## config.mk

```make
export PLATFORM = sky130hd
export DESIGN_NAME = i2c_slave_offset_register_port
export DESIGN_NICKNAME = d
export VERILOG_FILES = /design/src/hdl/i2cso_pkg.sv /design/src/hdl/i2c_slave_offset_register_port.sv
export SDC_FILE = /design/constraint.sdc
export NUM_CORES = 1
export LEC_CHECK = 0
export BUFFER_PORTS_ARGS = -buffer_cell sky130_fd_sc_hd__buf_2
export CELL_PAD_IN_SITES_DETAIL_PLACEMENT = 1
export CELL_PAD_IN_SITES_GLOBAL_PLACEMENT = 2
export CORE_MARGIN = 2
export CORE_UTILIZATION = 40
export DETAILED_ROUTE_END_ITERATION = 8
export PLACE_DENSITY_LB_ADDON = 0.1
export RECOVER_POWER = 25
export SLEW_MARGIN = 20
export SYNTH_ARGS = -nofsm -noshare
export SYNTH_HDL_FRONTEND = slang
export SYNTH_SLANG_ARGS = --single-unit
```

## constraint.sdc

```tcl
create_clock -name clk -period 7.35 [get_ports clk]
set_input_delay 0.3675 -clock clk [delete_from_list [all_inputs] [get_ports clk]]
set_output_delay 0.3675 -clock clk [all_outputs]
set_load 0.05 [all_outputs]
```

## src/hdl/i2cso_pkg.sv

```systemverilog
// ----------------------------------------------------------------------------
// I2C slave offset register port package
// Event codes, register indexes, reset values and sizes shared by the block
// and its checker.
// ----------------------------------------------------------------------------
package i2cso_pkg;

  localparam int MAX_WRITE_BYTES = 4;
  localparam int WBUF_DEPTH      = 4;

  // bus_event codes
  localparam logic [2:0] EV_NONE  = 3'd0;
  localparam logic [2:0] EV_START = 3'd1;
  localparam logic [2:0] EV_STOP  = 3'd2;
  localparam logic [2:0] EV_TMO   = 3'd3;
  localparam logic [2:0] EV_ADDR  = 3'd4;
  localparam logic [2:0] EV_NACK  = 3'd5;

  // configuration register indexes
  localparam logic CFG_SLAVE_ADDRESS   = 1'b0;
  localparam logic CFG_TIMEOUT_SAMPLES = 1'b1;

  localparam logic [6:0]  SLAVE_ADDRESS_RST   = 7'd80;
  localparam logic [23:0] TIMEOUT_SAMPLES_RST = 24'd1250000;
  localparam logic [23:0] STALL_MAX           = 24'hFFFFFF;

endpackage

```

## src/hdl/i2c_slave_offset_register_port.sv

```systemverilog
// ----------------------------------------------------------------------------
// I2C slave offset register port
// Oversampled I2C slave: one SCL/SDA sample per input word, one result word
// per sample carrying the SDA drive, bus event and write commit.
// ----------------------------------------------------------------------------
// Usage:
//   Input channel (in_valid/in_ready, scl, sda) takes one line sample per
//   word, normally every clock from the synchronizers. Each sample yields
//   exactly one result word on the output channel (out_valid/out_ready).
//   Configuration words (cfg_valid/cfg_ready, cfg_index, cfg_data) set the
//   slave address (index 0) and the SCL stall timeout (index 1); cfg_ready is
//   always high. Write them only while the bus path is idle.
//   A result is registered in the result register, or in the skid register
//   while the output stalls. One sample per cycle while in_ready is high;
//   the bus state update is one pass of logic into state and result registers.
//   A two-entry output stage (result register plus skid register) keeps
//   in_ready high while one result waits; in_ready drops for as long as the
//   skid register holds a word, that is while both entries are full.
//   Reset returns the bus state to idle with both lines seen high, restores
//   the register reset values and empties the output stage.
// ----------------------------------------------------------------------------
module i2c_slave_offset_register_port (
  input  logic        clk,
  input  logic        rst,
  input  logic        in_valid,
  output logic        in_ready,
  input  logic        scl,
  input  logic        sda,
  output logic        out_valid,
  input  logic        out_ready,
  output logic        sda_pull_low,
  output logic [2:0]  bus_event,
  output logic        commit_valid,
  output logic [7:0]  commit_offset,
  output logic [2:0]  commit_count,
  output logic [31:0] commit_bytes,
  input  logic        cfg_valid,
  output logic        cfg_ready,
  input  logic        cfg_index,
  input  logic [23:0] cfg_data
);

  typedef enum logic [2:0] {
    PH_IDLE, PH_ADDR, PH_ADDR_ACK, PH_WRITE, PH_WRITE_ACK, PH_READ, PH_READ_ACK
  } phase_t;

  typedef struct packed {
    logic        sda_pull_low;
    logic [2:0]  bus_event;
    logic        commit_valid;
    logic [7:0]  commit_offset;
    logic [2:0]  commit_count;
    logic [31:0] commit_bytes;
  } result_t;

  // configuration
  logic [6:0]  slave_address;
  logic [23:0] timeout_samples;

  // bus state
  phase_t      phase, phase_next;
  logic [3:0]  bit_count, bit_count_next;
  logic [7:0]  shift_byte, shift_byte_next;
  logic        read_direction, read_direction_next;
  logic [7:0]  offset_reg, offset_reg_next;
  logic        offset_seen, offset_seen_next;
  logic [7:0]  start_offset, start_offset_next;
  logic [2:0]  buffer_count, buffer_count_next;
  logic [7:0]  write_buffer [i2cso_pkg::WBUF_DEPTH];
  logic [23:0] stall_counter, stall_counter_next;
  logic [1:0]  last_lines;

  logic        wbuf_we;
  logic [1:0]  wbuf_idx;
  logic        accept;
  result_t     res, out_reg, skid_reg;
  logic        skid_valid;
  logic        out_free;

  assign accept    = in_valid && in_ready;
  assign in_ready  = !skid_valid;
  assign cfg_ready = 1'b1;
  assign out_free  = !out_valid || out_ready;

  always_comb begin
    logic        pscl;
    logic        psda;
    logic [23:0] stall_inc;
    pscl = last_lines[1];
    psda = last_lines[0];
    stall_inc = (stall_counter == i2cso_pkg::STALL_MAX) ? stall_counter
                                                         : stall_counter + 24'd1;

    phase_next          = phase;
    bit_count_next      = bit_count;
    shift_byte_next     = shift_byte;
    read_direction_next = read_direction;
    offset_reg_next     = offset_reg;
    offset_seen_next    = offset_seen;
    start_offset_next   = start_offset;
    buffer_count_next   = buffer_count;
    stall_counter_next  = stall_counter;
    wbuf_we             = 1'b0;
    wbuf_idx            = buffer_count[1:0];
    res                 = '0;
    res.bus_event       = i2cso_pkg::EV_NONE;

    if (pscl && scl && psda && !sda) begin
      // start condition
      res.bus_event      = i2cso_pkg::EV_START;
      offset_seen_next   = 1'b0;
      buffer_count_next  = '0;
      phase_next         = PH_ADDR;
      bit_count_next     = '0;
      shift_byte_next    = '0;
      stall_counter_next = '0;
    end else if (pscl && scl && !psda && sda) begin
      // stop condition: commit pending write data
      res.bus_event = i2cso_pkg::EV_STOP;
      if (offset_seen) begin
        res.commit_valid  = 1'b1;
        res.commit_offset = start_offset;
        res.commit_count  = buffer_count;
        for (int i = 0; i < i2cso_pkg::WBUF_DEPTH; i++) begin
          if (3'(i) < buffer_count) begin
            res.commit_bytes[8*i +: 8] = write_buffer[i];
          end
        end
      end
      offset_seen_next   = 1'b0;
      buffer_count_next  = '0;
      phase_next         = PH_IDLE;
      stall_counter_next = '0;
    end else if (pscl != scl) begin
      stall_counter_next = '0;
      if (scl) begin
        // rising edge: sample data
        if (phase == PH_ADDR || phase == PH_WRITE) begin
          if (bit_count < 4'd8) begin
            shift_byte_next = {shift_byte[6:0], sda};
            bit_count_next  = bit_count + 4'd1;
          end
        end else if (phase == PH_READ_ACK) begin
          shift_byte_next = {7'd0, sda};
        end
      end else begin
        // falling edge: advance the transfer
        unique case (phase)
          PH_ADDR: begin
            if (bit_count >= 4'd8) begin
              if (shift_byte[7:1] == slave_address) begin
                read_direction_next = shift_byte[0];
                offset_seen_next    = 1'b0;
                buffer_count_next   = '0;
                phase_next          = PH_ADDR_ACK;
                res.bus_event       = i2cso_pkg::EV_ADDR;
              end else begin
                phase_next = PH_IDLE;
              end
            end
          end
          PH_ADDR_ACK: begin
            bit_count_next = '0;
            if (read_direction) begin
              shift_byte_next = offset_reg;
              phase_next      = PH_READ;
            end else begin
              shift_byte_next = '0;
              phase_next      = PH_WRITE;
            end
          end
          PH_WRITE: begin
            if (bit_count >= 4'd8) phase_next = PH_WRITE_ACK;
          end
          PH_WRITE_ACK: begin
            if (!offset_seen) begin
              offset_reg_next   = shift_byte;
              start_offset_next = shift_byte;
              offset_seen_next  = 1'b1;
            end else begin
              // drop bytes past the buffer, keep counting the offset
              if (buffer_count < 3'(i2cso_pkg::MAX_WRITE_BYTES)) begin
                wbuf_we           = 1'b1;
                buffer_count_next = buffer_count + 3'd1;
              end
              offset_reg_next = offset_reg + 8'd1;
            end
            bit_count_next  = '0;
            shift_byte_next = '0;
            phase_next      = PH_WRITE;
          end
          PH_READ: begin
            shift_byte_next = {shift_byte[6:0], 1'b0};
            bit_count_next  = bit_count + 4'd1;
            if (bit_count_next >= 4'd8) phase_next = PH_READ_ACK;
          end
          PH_READ_ACK: begin
            if (shift_byte == 8'd0) begin
              offset_reg_next = offset_reg + 8'd1;
              shift_byte_next = offset_reg + 8'd1;
              bit_count_next  = '0;
              phase_next      = PH_READ;
            end else begin
              phase_next    = PH_IDLE;
              res.bus_event = i2cso_pkg::EV_NACK;
            end
          end
          default: ;
        endcase
      end
    end else if (phase != PH_IDLE) begin
      stall_counter_next = stall_inc;
      if (stall_inc >= timeout_samples) begin
        res.bus_event      = i2cso_pkg::EV_TMO;
        offset_seen_next   = 1'b0;
        buffer_count_next  = '0;
        phase_next         = PH_IDLE;
        stall_counter_next = '0;
      end
    end
    if (phase_next == PH_IDLE) stall_counter_next = '0;

    if (phase_next == PH_ADDR_ACK || phase_next == PH_WRITE_ACK) begin
      res.sda_pull_low = 1'b1;
    end else if (phase_next == PH_READ) begin
      res.sda_pull_low = !shift_byte_next[7];
    end else begin
      res.sda_pull_low = 1'b0;
    end
  end

  // configuration registers
  always_ff @(posedge clk) begin
    if (rst) begin
      slave_address   <= i2cso_pkg::SLAVE_ADDRESS_RST;
      timeout_samples <= i2cso_pkg::TIMEOUT_SAMPLES_RST;
    end else if (cfg_valid && cfg_ready) begin
      unique case (cfg_index)
        i2cso_pkg::CFG_SLAVE_ADDRESS:   slave_address   <= cfg_data[6:0];
        i2cso_pkg::CFG_TIMEOUT_SAMPLES: timeout_samples <= cfg_data;
        default: ;
      endcase
    end
  end

  // bus state
  always_ff @(posedge clk) begin
    if (rst) begin
      phase          <= PH_IDLE;
      bit_count      <= '0;
      shift_byte     <= '0;
      read_direction <= 1'b0;
      offset_reg     <= '0;
      offset_seen    <= 1'b0;
      start_offset   <= '0;
      buffer_count   <= '0;
      stall_counter  <= '0;
      last_lines     <= 2'b11;
    end else if (accept) begin
      phase          <= phase_next;
      bit_count      <= bit_count_next;
      shift_byte     <= shift_byte_next;
      read_direction <= read_direction_next;
      offset_reg     <= offset_reg_next;
      offset_seen    <= offset_seen_next;
      start_offset   <= start_offset_next;
      buffer_count   <= buffer_count_next;
      stall_counter  <= stall_counter_next;
      last_lines     <= {scl, sda};
    end
  end

  always_ff @(posedge clk) begin
    if (accept && wbuf_we) write_buffer[wbuf_idx] <= shift_byte;
  end

  // output stage with skid register
  always_ff @(posedge clk) begin
    if (rst) begin
      out_valid  <= 1'b0;
      skid_valid <= 1'b0;
    end else if (out_free) begin
      if (skid_valid) begin
        out_valid  <= 1'b1;
        skid_valid <= 1'b0;
      end else begin
        out_valid <= accept;
      end
    end else if (accept) begin
      skid_valid <= 1'b1;
    end
  end

  always_ff @(posedge clk) begin
    if (out_free) begin
      out_reg <= skid_valid ? skid_reg : res;
    end else if (accept) begin
      skid_reg <= res;
    end
  end

  assign sda_pull_low  = out_reg.sda_pull_low;
  assign bus_event     = out_reg.bus_event;
  assign commit_valid  = out_reg.commit_valid;
  assign commit_offset = out_reg.commit_offset;
  assign commit_count  = out_reg.commit_count;
  assign commit_bytes  = out_reg.commit_bytes;

endmodule

```

==> results of run 1 <==
## worst max-delay path: stages (launching register included)
cell	delay (ns)
dfxtp_1	0.45
ha_1	0.26
nand2_1	0.06
or2_1	0.26
or3_1	0.53
nand3_1	0.45
nor2_1	0.16
nand4_1	0.14
xnor2_1	0.17
ha_1	0.29
nand4_1	0.13
nor2_1	0.06
nor3_1	0.18
nand4_1	0.22
nor3_1	0.35
nor3b_4	0.72
nor3b_2	0.81
a22o_1	0.26
## power breakdown
| part | switching [W] | internal (W) |
|---|---|---|
| logic | 0.000150 | 0.0000572 |
| clock network | 0.000504 | 0.000733 |
| registers | 0.0000194 | 0.00135 |
## layout make-up
type,count,area (µm²)
fill,2911,14000
sequential,223,5750
multi-input combinational,705,4480
clock buffer,37,701
timing repair buffer,86,433
tap,335,419
inverter,35,131
clock inverter,8,111
## through the flow
step           utilization [%]  power [W]  hold WS [ns]  setup WS [ns]
3_3_place_gp              43.2    0.00160         0.443           1.91
2_1_floorplan                -    0.00154         0.436           2.85
3_5_place_dp              43.2    0.00160         0.450           1.79
5_1_grt                   46.3    0.00292        0.0381           1.30
6_report                  46.3    0.00281        0.0445           1.77
4_1_cts                   46.3    0.00285        0.0188           1.76
## metal layers
metal	vias up	global-route usage [%]	part of all wire, %
li1	3765	-	-
met1	3743	27.5	48
met2	155	30.3	45
met3	37	2.76	4.8
met4	0	6.07	2.2
met5	-	0	0
## synth_stat cells (3+ instances only)
| cell | number | area, µm² |
|---|---|---|
| xnor2_1 | 22 | 193 |
| a22o_1 | 16 | 140 |
| inv_1 | 35 | 131 |
| a211oi_1 | 5 | 37.5 |
| o31ai_1 | 6 | 45.0 |
| edfxtp_1 | 128 | 3840 |
| and2_1 | 41 | 257 |
| ha_1 | 33 | 413 |
| a31oi_1 | 9 | 56.3 |
| a22oi_1 | 9 | 67.6 |
| nand2b_1 | 12 | 75.1 |
| o21a_1 | 3 | 22.5 |
| nand3b_1 | 16 | 120 |
| nand2_1 | 135 | 507 |
| clkbuf_1 | 45 | 169 |
| a21oi_1 | 69 | 345 |
| or3_1 | 4 | 25.0 |
| nor4_1 | 8 | 50.1 |
| dfxtp_1 | 95 | 1900 |
| nor2b_1 | 11 | 68.8 |
| nor2_1 | 77 | 289 |
| o211ai_1 | 3 | 22.5 |
| or2_2 | 3 | 18.8 |
| nand3_1 | 32 | 160 |
| mux2_2 | 46 | 518 |
| a21o_1 | 5 | 37.5 |
| nor3_1 | 17 | 85.1 |
| o21ai_0 | 29 | 145 |
| mux2i_1 | 14 | 140 |
| o21ai_1 | 5 | 25.0 |
| buf_2 | 6 | 30.0 |
| and3_1 | 14 | 87.6 |
| nand4_1 | 15 | 93.8 |
| and4_1 | 3 | 26.3 |
| xor2_1 | 5 | 43.8 |
## cells by family (layout without fill, tap and decap cells)
| logic type | Yosys count | after routing | synth area share, % |
|---|---|---|---|
| other | 1 | 1 | 0.0355 |
| buffers and inverters | 90 | 166 | 3.34 |
| flip-flops | 223 | 223 | 54.3 |
| AND/OR/NAND/NOR | 405 | 405 | 19.4 |
| XOR/XNOR | 27 | 27 | 2.24 |
| multiplexers | 60 | 60 | 6.23 |
| adder cells (fa/ha/maj) | 33 | 33 | 3.91 |
| AO/OA/AOI/OAI | 179 | 179 | 10.6 |
## worst paths after layout
check                                   from                          endpoint  depth (start not counted)
max            stall_counter[0]$_SDFFE_PP0P_     stall_counter[8]$_SDFFE_PP0P_                         17
min reg2reg  timeout_samples[1]$_SDFFE_PP0P_   timeout_samples[1]$_SDFFE_PP0P_                          2
min                             cfg_data[12]  timeout_samples[12]$_SDFFE_PP1P_                          3
max reg2reg    stall_counter[0]$_SDFFE_PP0P_     stall_counter[8]$_SDFFE_PP0P_                         17
==> impl_table.tex, run 1 <==
\begin{tabular}{lr}
\hline
Metric & Value \\
\hline
\multicolumn{2}{l}{\textbf{Floorplan}} \\
\quad Die Outline Area & approximately 0.028 mm² \\
\quad Row count & 59 \\
\quad Die width & roughly 170 µm \\
\quad Placeable core area & 0.0260 mm² \\
\quad Starting density of the core & 40.7\% \\
\quad Die span in y & around 170 µm \\
\quad Count of pins on the block boundary & 83 \\
\multicolumn{2}{l}{\textbf{Worst setup path}} \\
\quad Crit path kind & register to register \\
\quad Critical path arrival & 6.05 ns \\
\quad Minimum setup slack among reg-to-reg paths & between 1.5 and 2 ns \\
\quad Worst Setup End Kind & register \\
\quad Largest fanout of any net on the critical path & 18 \\
\quad Endpoint required time on the critical path & 7.83 ns \\
\quad Startpoint type of the worst setup path & register \\
\multicolumn{2}{l}{\textbf{STA}} \\
\quad Final Hold Fails & 0 \\
\quad Period utilisation layout & around three quarters \\
\quad Clock skew after layout & 0.0186 ns \\
\quad Period minus WS final & 5.58 ns \\
\quad Transition at the pin with the smallest max-transition slack & 2.92 ns \\
\quad Setup repair after global routing missed its margin & false \\
\quad Final setup viols & 0 \\
\quad Fmax & 0.179 GHz \\
\quad Total negative setup slack & 0 ns \\
\quad Final Slew Violations & 142 \\
\quad Relative slew slack & -94.9\% \\
\multicolumn{2}{l}{\textbf{Synth}} \\
\quad Dominant register cell in the synthesized netlist & edfxtp\_1 \\
\quad Number of warnings printed during yosys synthesis & 0 \\
\quad Number of cells produced by synthesis & roughly 1,000 \\
\quad Fraction of registers with async set or reset after synthesis & 0\% \\
\quad Post-synth net total & 1,083 \\
\quad Post-synthesis instance area & 0.0106 mm² \\
\quad Syn avg cell area & 10.4 µm² \\
\quad Post-synthesis cell type count & 65 \\
\quad Flip-flop and latch count after synthesis & around 220 \\
\quad Seq/Total Area, Yosys & approximately 54\% \\
\quad Number of synthesized flops with an enable pin & 128 \\
\multicolumn{2}{l}{\textbf{Drt}} \\
\quad Number of design-rule violations left by the first detailed-router iteration & between 300 and 400 \\
\quad Routed wire per std cell & 18.7 µm \\
\quad Vias after detailed routing & 7,700 \\
\quad Detail Route Antenna Nets & 0 \\
\quad Total iterations of the first detailed-routing run & 4 \\
\quad Sum of routed wire length over all layers & 26,700 µm \\
\quad Residual DRC count & 0 \\
\quad Via-to-Cell Ratio & 5.39 \\
\multicolumn{2}{l}{\textbf{Clocking}} \\
\quad Maximum buffer depth of the clock tree & 3 \\
\quad Clock transition at the registers of the reported paths & about 0.06 ns \\
\quad Clk sinks & 223 \\
\quad Post-CTS Setup Bufs & 0 \\
\quad H-tree depth & 1 \\
\quad CTS root buffer & clkbuf\_16 \\
\quad Post-CTS Hold Buffers & 0 \\
\quad Worst-Skew Late Latency & $\sim$0.54 ns \\
\quad TritonCTS clock tree & built \\
\quad Number of buffers created by CTS & 25 \\
\quad Number of gates given a new drive strength after cts & 0 \\
\multicolumn{2}{l}{\textbf{Cells and area}} \\
\quad Most frequent cells in the layout & 135 x nand2\_1, 128 x edfxtp\_1, 95 x dfxtp\_1 \\
\quad Most common library cell in the layout ignoring fill and taps & nand2\_1 \\
\quad Max reg flops & 48 \\
\quad Non-filler cells, final & 1,429 \\
\quad Post-layout nets & 1,141 \\
\quad Share of final-layout standard cells stronger than drive strength 1 & between 10\% and 20\% \\
\quad Final instance area & approximately 0.012 mm² \\
\quad Final antenna diode count & 0 \\
\quad Area added between synthesis and finish & 13.7\% \\
\multicolumn{2}{l}{\textbf{Pwr}} \\
\quad Worst voltage drop across the vdd grid & 0.222 mV \\
\quad Reported leakage power & 4.72 nW \\
\quad Power density over cell area & about 230 mW/mm² \\
\multicolumn{2}{l}{\textbf{GRT}} \\
\quad Overall routing resource usage & between 10\% and 20\% \\
\quad Antenna violations before repair & 0 \\
\quad Remaining global-route overflow & 0 \\
\quad Global-route wire length before repair & 43,600 µm \\
\quad Vias in the first global route & 7,780 \\
\quad Pin count of the biggest net entering global routing & 52 \\
\multicolumn{2}{l}{\textbf{Job}} \\
\quad Reported max-cap violation count & 3 \\
\multicolumn{2}{l}{\textbf{Placement}} \\
\quad Port bufs & 81 \\
\quad Placer Congestion & 0.803 \\
\quad Half-perimeter wire length of the detailed placement result & $\sim$18,000 µm \\
\quad Number of placed cells counting well taps & between 1,000 and 1,500 \\
\quad Placed Instance Area & 0.0112 mm² \\
\multicolumn{2}{l}{\textbf{Worst hold path}} \\
\quad Class of the tightest hold or removal check & input port to register \\
\multicolumn{2}{l}{\textbf{Run status}} \\
\quad Failing checks & capacitance limit, slew limit \\
\quad Outcome & complete, but fails checks \\
\hline
\end{tabular}
(Power assumes the default switching activity.)
==> run 2, diff against run 1 <==
--- a/config.mk
+++ b/config.mk
@@ -9,7 +9,7 @@
 export CELL_PAD_IN_SITES_DETAIL_PLACEMENT = 1
 export CELL_PAD_IN_SITES_GLOBAL_PLACEMENT = 2
 export CORE_MARGIN = 2
-export CORE_UTILIZATION = 40
+export CORE_UTILIZATION = 36
 export DETAILED_ROUTE_END_ITERATION = 8
 export PLACE_DENSITY_LB_ADDON = 0.1
 export RECOVER_POWER = 25
==> constraint.sdc (replaced) <==
create_clock -name clk -period 4.7 [get_ports clk]
set_input_delay 0.235 -clock clk [delete_from_list [all_inputs] [get_ports clk]]
set_output_delay 0.235 -clock clk [all_outputs]
set_load 0.05 [all_outputs]
==> run 2 against run 1 <==
Compared with the run above: utilization is 3.2 points lower; critical endpoint is now sda_pull_low$_DFFE_PP_; total power is 52% higher; sequential share of layout area is 1.4 points lower; via count is 1.7% higher; cell count is 6.7% higher; sequential power is 55% higher; clock skew is 0.0016 ns lower; largest power group unchanged; worst setup slack worse by 1.4 ns; the flow still finishes with violations (capacitance limit, slew limit); flip-flop and latch count stayed put; design area is 3.1% higher; die area is 11% higher.
==> impl_table.tex, run 2 (synthesis gave the netlist of run 1 again) <==
\begin{tabular}{lr}
\hline
Metric & Value \\
\hline
\multicolumn{2}{l}{\textbf{Clocking}} \\
\quad Worst-Skew Late Latency & 0.52 ns \\
\quad Clk sinks & 223 \\
\quad TritonCTS clock tree & built \\
\quad Maximum buffer depth of the clock tree & 3 \\
\quad CTS root buffer & clkbuf\_16 \\
\quad Clock transition at the registers of the reported paths & 0.06 ns \\
\quad H-tree depth & 1 \\
\quad Number of buffers created by CTS & 25 \\
\multicolumn{2}{l}{\textbf{STA}} \\
\quad Relative slew slack & -80.5\% \\
\quad Fmax & 0.230 GHz \\
\quad Final Slew Violations & 81 \\
\quad Setup repair after global routing missed its margin & false \\
\quad Transition at the pin with the smallest max-transition slack & between 2 and 3 ns \\
\quad Period minus WS final & roughly 4.4 ns \\
\quad Clock skew after layout & 0.0171 ns \\
\quad Total negative setup slack & 0 ns \\
\quad Final Hold Fails & 0 \\
\quad Period utilisation layout & just over 90\% \\
\quad Post-layout worst setup margin & 0.347 ns \\
\quad Final setup viols & 0 \\
\multicolumn{2}{l}{\textbf{Floorplan}} \\
\quad Die Outline Area & 0.0308 mm² \\
\quad Starting density of the core & 36.7\% \\
\quad Die width & 175 µm \\
\quad Placeable core area & 0.0288 mm² \\
\quad Row count & 62 \\
\quad Count of pins on the block boundary & 83 \\
\quad Die span in y & 175 µm \\
\multicolumn{2}{l}{\textbf{Worst setup path}} \\
\quad Reg-to-reg endpoint & sda\_pull\_low\$\_DFFE\_PP\_ \\
\quad Largest fanout of any net on the critical path & 10 \\
\quad Minimum setup slack among reg-to-reg paths & roughly 0.35 ns \\
\quad Critical path arrival & 4.62 ns \\
\quad Reg-to-reg critical path startpoint & stall\_counter[1]\$\_SDFFE\_PP0P\_ \\
\quad Endpoint required time on the critical path & a little under 5 ns \\
\quad Crit path kind & register to register \\
\quad Worst Reg-to-Reg Cells & 17 \\
\quad Startpoint type of the worst setup path & register \\
\quad Worst Setup End Kind & register \\
\multicolumn{2}{l}{\textbf{Cells and area}} \\
\quad Post-layout nets & 1,188 \\
\quad Non-filler cells, final & 1,525 \\
\quad Utilization after layout & 43.1\% \\
\quad Area occupied by registers & 0.00575 mm² \\
\quad Share of final-layout standard cells stronger than drive strength 1 & 14.5\% \\
\quad Fill cell count & approximately 3,200 \\
\quad Area of combinational cells with multiple inputs & 0.00451 mm² \\
\quad Area added between synthesis and finish & 17.3\% \\
\quad Most frequent cells in the layout & 135 x nand2\_1, 128 x edfxtp\_1, 95 x dfxtp\_1 \\
\quad Most common library cell in the layout ignoring fill and taps & nand2\_1 \\
\quad Final antenna diode count & 0 \\
\quad Max reg flops & 48 \\
\multicolumn{2}{l}{\textbf{Pwr}} \\
\quad Register share of total power & 50.0\% \\
\quad Comb power frac & 8.4\% \\
\quad Power density over cell area & 344 mW/mm² \\
\quad Internal portion of total power & 0.00320 W \\
\quad Part of the total power dissipated in the clock network & a little over two fifths \\
\quad Switching fraction of total power & 24.8\% \\
\quad Switch Pwr & 0.00106 W \\
\quad Final total power & 0.00426 W \\
\quad Reported leakage power & 4.75 nW \\
\quad Worst voltage drop across the vdd grid & 0.232 mV \\
\multicolumn{2}{l}{\textbf{GRT}} \\
\quad Overall routing resource usage & 18.5\% \\
\quad Global routing met1 resource utilization & 22.5\% \\
\quad Met3 Usage GRT & 1.97\% \\
\quad Busiest metal layer after global routing & met2 \\
\quad GR Layer Usage met2 & 34.3\% \\
\quad Remaining global-route overflow & 0 \\
\quad Vias in the first global route & 8,124 \\
\quad Global-route wire length before repair & 45,200 µm \\
\quad Antenna violations before repair & 0 \\
\quad Pin count of the biggest net entering global routing & 60 \\
\multicolumn{2}{l}{\textbf{Drt}} \\
\quad Sum of routed wire length over all layers & 28,100 µm \\
\quad Total iterations of the first detailed-routing run & 5 \\
\quad Routed wire per std cell & approximately 18 µm \\
\quad Number of design-rule violations left by the first detailed-router iteration & 391 \\
\quad Via-to-Cell Ratio & around 5.1 \\
\quad Residual DRC count & 0 \\
\quad Vias after detailed routing & 7,829 \\
\quad Detail Route Antenna Nets & 0 \\
\multicolumn{2}{l}{\textbf{Run status}} \\
\quad Failing checks & capacitance limit, slew limit \\
\quad Outcome & complete, but fails checks \\
\multicolumn{2}{l}{\textbf{Worst hold path}} \\
\quad Start point of the worst hold path & sda \\
\quad Class of the tightest hold or removal check & input port to register \\
\quad Number of stages on the worst hold path & 3 \\
\quad Worst hold endpoint & last\_lines[0]\$\_SDFFE\_PP1P\_ \\
\multicolumn{2}{l}{\textbf{Placement}} \\
\quad Placer Congestion & 0.796 \\
\quad Half-perimeter wire length of the detailed placement result & 19,500 µm \\
\quad Worst slack after detailed placement & 0.00634 ns \\
\quad Number of placed cells counting well taps & $\sim$1,500 \\
\quad Port bufs & 81 \\
\multicolumn{2}{l}{\textbf{Job}} \\
\quad Reported max-cap violation count & 2 \\
\hline
\end{tabular}
-- run 2: cell count changes in the layout (fill, tap and decap cells not counted), sizes merged --
cell and change:
clkbuf +33, clkinv +7, bufinv -2, dlygate4sd3 +24, buf -15
-- run 2: per-layer routing --
layer	wire length (µm)	up-vias
li1	-	3866
met1	12000	3782
met2	14600	138
met3	863	43
met4	692	0
met5	0	-
-- run 2: worst max path at each step --
stage	startpoint	cells past startpoint	to
final	stall_counter[1]$_SDFFE_PP0P_	17	sda_pull_low$_DFFE_PP_
after global routing	stall_counter[1]$_SDFFE_PP0P_	17	stall_counter[4]$_SDFFE_PP0P_
after CTS	stall_counter[1]$_SDFFE_PP0P_	17	sda_pull_low$_DFFE_PP_
after detailed placement	stall_counter[1]$_SDFFE_PP0P_	17	stall_counter[23]$_SDFFE_PP0P_
after global placement	stall_counter[1]$_SDFFE_PP0P_	17	stall_counter[23]$_SDFFE_PP0P_
after floorplan	out_valid$_SDFFE_PP0P_	2	skid_reg[0]$_DFFE_PP_
-- run 2: critical path, cell delays in order (launching register included) --
cell	delay (ns)
dfxtp_1	0.40
ha_1	0.24
nand2_1	0.07
or2_1	0.28
or3_1	0.43
nand3_2	0.21
nor3_1	0.07
or2_2	0.29
ha_1	0.30
nand4_1	0.17
nor3_2	0.30
nand3_1	0.14
a31oi_2	0.28
nor3_1	0.11
buf_4	0.16
o211a_1	0.24
mux2i_1	0.14
mux2_2	0.27
-- run 2: power groups by stage --
stage | registers (W) | clock network [W] | logic, W
2_1_floorplan | 0.00225 | 0 | 0.000158
3_3_place_gp | 0.00217 | 0 | 0.000347
3_5_place_dp | 0.00217 | 0 | 0.000347
4_1_cts | 0.00213 | 0.00184 | 0.000365
5_1_grt | 0.00213 | 0.00191 | 0.000388
6_report | 0.00213 | 0.00178 | 0.000356
-- run 2: area by class of cell --
class | count | share of cell area, %
clock buffers | 32 | 5.34
multi-input cells | 705 | 36.4
clock inverters | 13 | 0.545
inverters | 35 | 1.06
well taps | 384 | 3.88
repair buffers | 133 | 6.44
flip-flops and latches | 223 | 46.3
-- run 2: through the flow --
step | area (µm²) | hold slack [ns]
2_1_floorplan | 10600 | 0.356
3_3_place_gp | 11400 | 0.444
3_5_place_dp | 11400 | 0.447
4_1_cts | 12400 | 0.0190
5_1_grt | 12400 | 0.0465
6_report | 12400 | 0.0388
-- run 2: what timing repair did --
action / CTS / global route
resized for setup: 1 / 4
setup buffers: 0 / 1
setup endpoints to repair: 12 / 32
hold endpoints to repair: 31 / 0
hold buffers: 24 / 0
pin swaps: 0 / 0
==> run 3, diff against run 2 <==
--- a/config.mk
+++ b/config.mk
@@ -8,6 +8,7 @@
 export BUFFER_PORTS_ARGS = -buffer_cell sky130_fd_sc_hd__buf_2
 export CELL_PAD_IN_SITES_DETAIL_PLACEMENT = 1
 export CELL_PAD_IN_SITES_GLOBAL_PLACEMENT = 2
+export CORE_ASPECT_RATIO = 1.4
 export CORE_MARGIN = 2
 export CORE_UTILIZATION = 36
 export DETAILED_ROUTE_END_ITERATION = 8
==> run 3 against run 2 <==
Compared with the run above: the flow still finishes with violations (capacitance limit, slew limit); total power grew 2.6%; non-clock buffer count shrank 1; flip-flop and latch count is the same; largest power group unchanged.
==> impl_table.tex, run 3 (synthesis gave the netlist of run 1 again) <==
\begin{tabular}{lr}
\hline
Metric & Value \\
\hline
\multicolumn{2}{l}{\textbf{GRT}} \\
\quad Remaining global-route overflow & 0 \\
\quad Vias in the first global route & 7,949 \\
\quad Antenna violations before repair & 0 \\
\quad Global-route wire length before repair & 43,700 µm \\
\quad Overall routing resource usage & between 10\% and 20\% \\
\quad Pin count of the biggest net entering global routing & 69 \\
\multicolumn{2}{l}{\textbf{Worst setup path}} \\
\quad Worst Reg-to-Reg Cells & 16 \\
\quad Startpoint type of the worst setup path & register \\
\quad Family with the most delay on the worst path & simple AND/OR/NAND/NOR gates \\
\quad Critical path launch point & stall\_counter[0]\$\_SDFFE\_PP0P\_ \\
\quad Endpoint required time on the critical path & 4.99 ns \\
\quad Crit path buffers/inverters & 0 \\
\quad Critical path's largest stage delay & 0.45 ns \\
\quad Largest fanout of any net on the critical path & 7 \\
\quad Worst Setup End Kind & register \\
\quad Reg-to-reg endpoint & sda\_pull\_low\$\_DFFE\_PP\_ \\
\quad Reg-to-reg critical path startpoint & stall\_counter[0]\$\_SDFFE\_PP0P\_ \\
\quad Crit path to & sda\_pull\_low\$\_DFFE\_PP\_ \\
\quad Minimum setup slack among reg-to-reg paths & 0.33 ns \\
\quad Cell count along the critical path & 16 \\
\quad Critical path arrival & 4.66 ns \\
\quad Critical Path, Cell by Cell & ha\_1 -> nand2\_1 -> or2\_1 -> or3\_1 -> nand3\_1 -> nor3\_1 -> or2\_2 -> ha\_1 -> nand4\_1 -> nor3\_2 -> nand3\_1 -> a31oi\_1 -> nor3\_2 -> o211a\_1 -> mux2i\_1 -> mux2\_2 \\
\quad Crit path kind & register to register \\
\quad Library cell contributing the largest single delay on the critical path & dfxtp\_1 \\
\multicolumn{2}{l}{\textbf{Placement}} \\
\quad Number of placed cells counting well taps & 1,450 \\
\quad Port bufs & 81 \\
\quad Placer Congestion & around 0.8 \\
\quad Placed Instance Area & between 0.01 and 0.015 mm² \\
\quad Half-perimeter wire length of the detailed placement result & slightly below 20,000 µm \\
\quad Worst slack after detailed placement & 0.145 ns \\
\multicolumn{2}{l}{\textbf{Cells and area}} \\
\quad Utilization after layout & 42.7\% \\
\quad Non-filler cells, final & 1,517 \\
\quad Most frequent cells in the layout & 135 x nand2\_1, 128 x edfxtp\_1, 95 x dfxtp\_1 \\
\quad Post-layout nets & 1,186 \\
\quad Area of combinational cells with multiple inputs & 0.00449 mm² \\
\quad Area added between synthesis and finish & 17.5\% \\
\quad Final antenna diode count & 0 \\
\quad Most common library cell in the layout ignoring fill and taps & nand2\_1 \\
\quad Final instance area & roughly 0.012 mm² \\
\quad Fill cell count & around 3,200 \\
\quad Share of final-layout standard cells stronger than drive strength 1 & 14.5\% \\
\quad Max reg flops & 48 \\
\quad Area occupied by registers & 0.00575 mm² \\
\multicolumn{2}{l}{\textbf{Clocking}} \\
\quad H-tree depth & 1 \\
\quad Post-CTS Setup Bufs & 0 \\
\quad Maximum buffer depth of the clock tree & 3 \\
\quad Clock transition at the registers of the reported paths & about 0.060 ns \\
\quad CTS root buffer & clkbuf\_16 \\
\quad Number of buffers created by CTS & 24 \\
\quad Worst-Skew Late Latency & 0.54 ns \\
\quad Clk sinks & 223 \\
\quad TritonCTS clock tree & built \\
\multicolumn{2}{l}{\textbf{Worst hold path}} \\
\quad Class of the tightest hold or removal check & input port to register \\
\multicolumn{2}{l}{\textbf{STA}} \\
\quad Final Slew Violations & 120 \\
\quad Clock skew after layout & around 0.019 ns \\
\quad Final Hold Fails & 0 \\
\quad Transition at the pin with the smallest max-transition slack & 3.35 ns \\
\quad Final setup viols & 0 \\
\quad Period minus WS final & 4.37 ns \\
\quad Post-layout worst setup margin & 0.328 ns \\
\quad Fmax & 0.229 GHz \\
\quad Relative slew slack & -123\% \\
\quad Period utilisation layout & 93.0\% \\
\multicolumn{2}{l}{\textbf{Floorplan}} \\
\quad Row count & 74 \\
\quad Placeable core area & 0.0291 mm² \\
\quad Die Outline Area & 0.0308 mm² \\
\quad Die width & 149 µm \\
\quad Count of pins on the block boundary & 83 \\
\quad Starting density of the core & 36.4\% \\
\quad Die span in y & 207 µm \\
\multicolumn{2}{l}{\textbf{Run status}} \\
\quad Failing checks & capacitance limit, slew limit \\
\quad Outcome & complete, but fails checks \\
\multicolumn{2}{l}{\textbf{Drt}} \\
\quad Number of design-rule violations left by the first detailed-router iteration & between 300 and 400 \\
\quad Total iterations of the first detailed-routing run & 5 \\
\quad Routed wire per std cell & about 18 µm \\
\quad Via-to-Cell Ratio & 5.16 \\
\quad Detail Route Antenna Nets & 0 \\
\quad Residual DRC count & 0 \\
\quad Vias after detailed routing & $\sim$8,000 \\
\quad Sum of routed wire length over all layers & 27,600 µm \\
\multicolumn{2}{l}{\textbf{Pwr}} \\
\quad Power density over cell area & approximately 350 mW/mm² \\
\quad Final total power & about 0.0044 W \\
\quad Reported leakage power & about 4.8 nW \\
\quad Worst voltage drop across the vdd grid & around 0.24 mV \\
\multicolumn{2}{l}{\textbf{Job}} \\
\quad Reported max-cap violation count & 2 \\
\hline
\end{tabular}
## run 3: stage by stage
step | setup TNS [ns] | hold WS [ns]
floorplan | 0 | 0.356
global placement | 0 | 0.444
detailed placement | 0 | 0.449
CTS | 0 | 0.0201
global route | -0.0115 | 0.0448
finish | 0 | 0.0448
## run 3: area by class of cell
cell class	count	share of cell area, %
flip-flops and latches	223	46.3
clock inverters	12	1.13
multi-input cells	705	36.2
repair buffers	132	6.45
well taps	380	3.83
inverters	35	1.06
clock buffers	30	5.10
## run 3: what timing repair did
action | 4_1_cts | 5_1_grt
endpoints found under the setup margin | 0 | 20
hold buffers | 25 | 0
hold endpoints to repair | 32 | 0
gates resized for setup | 0 | 2
## run 3: power by group
group | internal [W] | switching, W
logic | 0.000107 | 0.000248
clock network | 0.00108 | 0.000812
registers | 0.00211 | 0.0000249
total | 0.00329 | 0.00108
## run 3: how the worst min path moves through the flow
stage                                      from                          endpoint  slack, ns  cells after the start
2_1_floorplan                       cfg_data[4]   timeout_samples[4]$_SDFFE_PP1P_       0.36                      2
3_3_place_gp   timeout_samples[18]$_SDFFE_PP0P_  timeout_samples[18]$_SDFFE_PP0P_       0.44                      2
3_5_place_dp   timeout_samples[18]$_SDFFE_PP0P_  timeout_samples[18]$_SDFFE_PP0P_       0.45                      2
4_1_cts                                     sda        last_lines[0]$_SDFFE_PP1P_       0.02                      3
5_1_grt                                     sda        last_lines[0]$_SDFFE_PP1P_       0.04                      3
6_report                                    sda        last_lines[0]$_SDFFE_PP1P_       0.04                      3
## run 3: per-layer routing
layer  part of all wire (%)  global-route usage, %  up-vias
li1                       -                      -     3854
met1                     42                   21.0     3798
met2                     52                   34.4      126
met3                    2.8                   1.85       53
met4                    2.8                   6.36        0
met5                      0                      0        -
## run 3: worst register-to-register path, delay by kind of cell, from the launching register on
family	cells	cell delay, ns
and+or+nand+nor	10	2.11
adders and majority gates	2	0.56
DFF	1	0.45
muxes	2	0.39
AOI/OAI and AO/OA	2	0.65
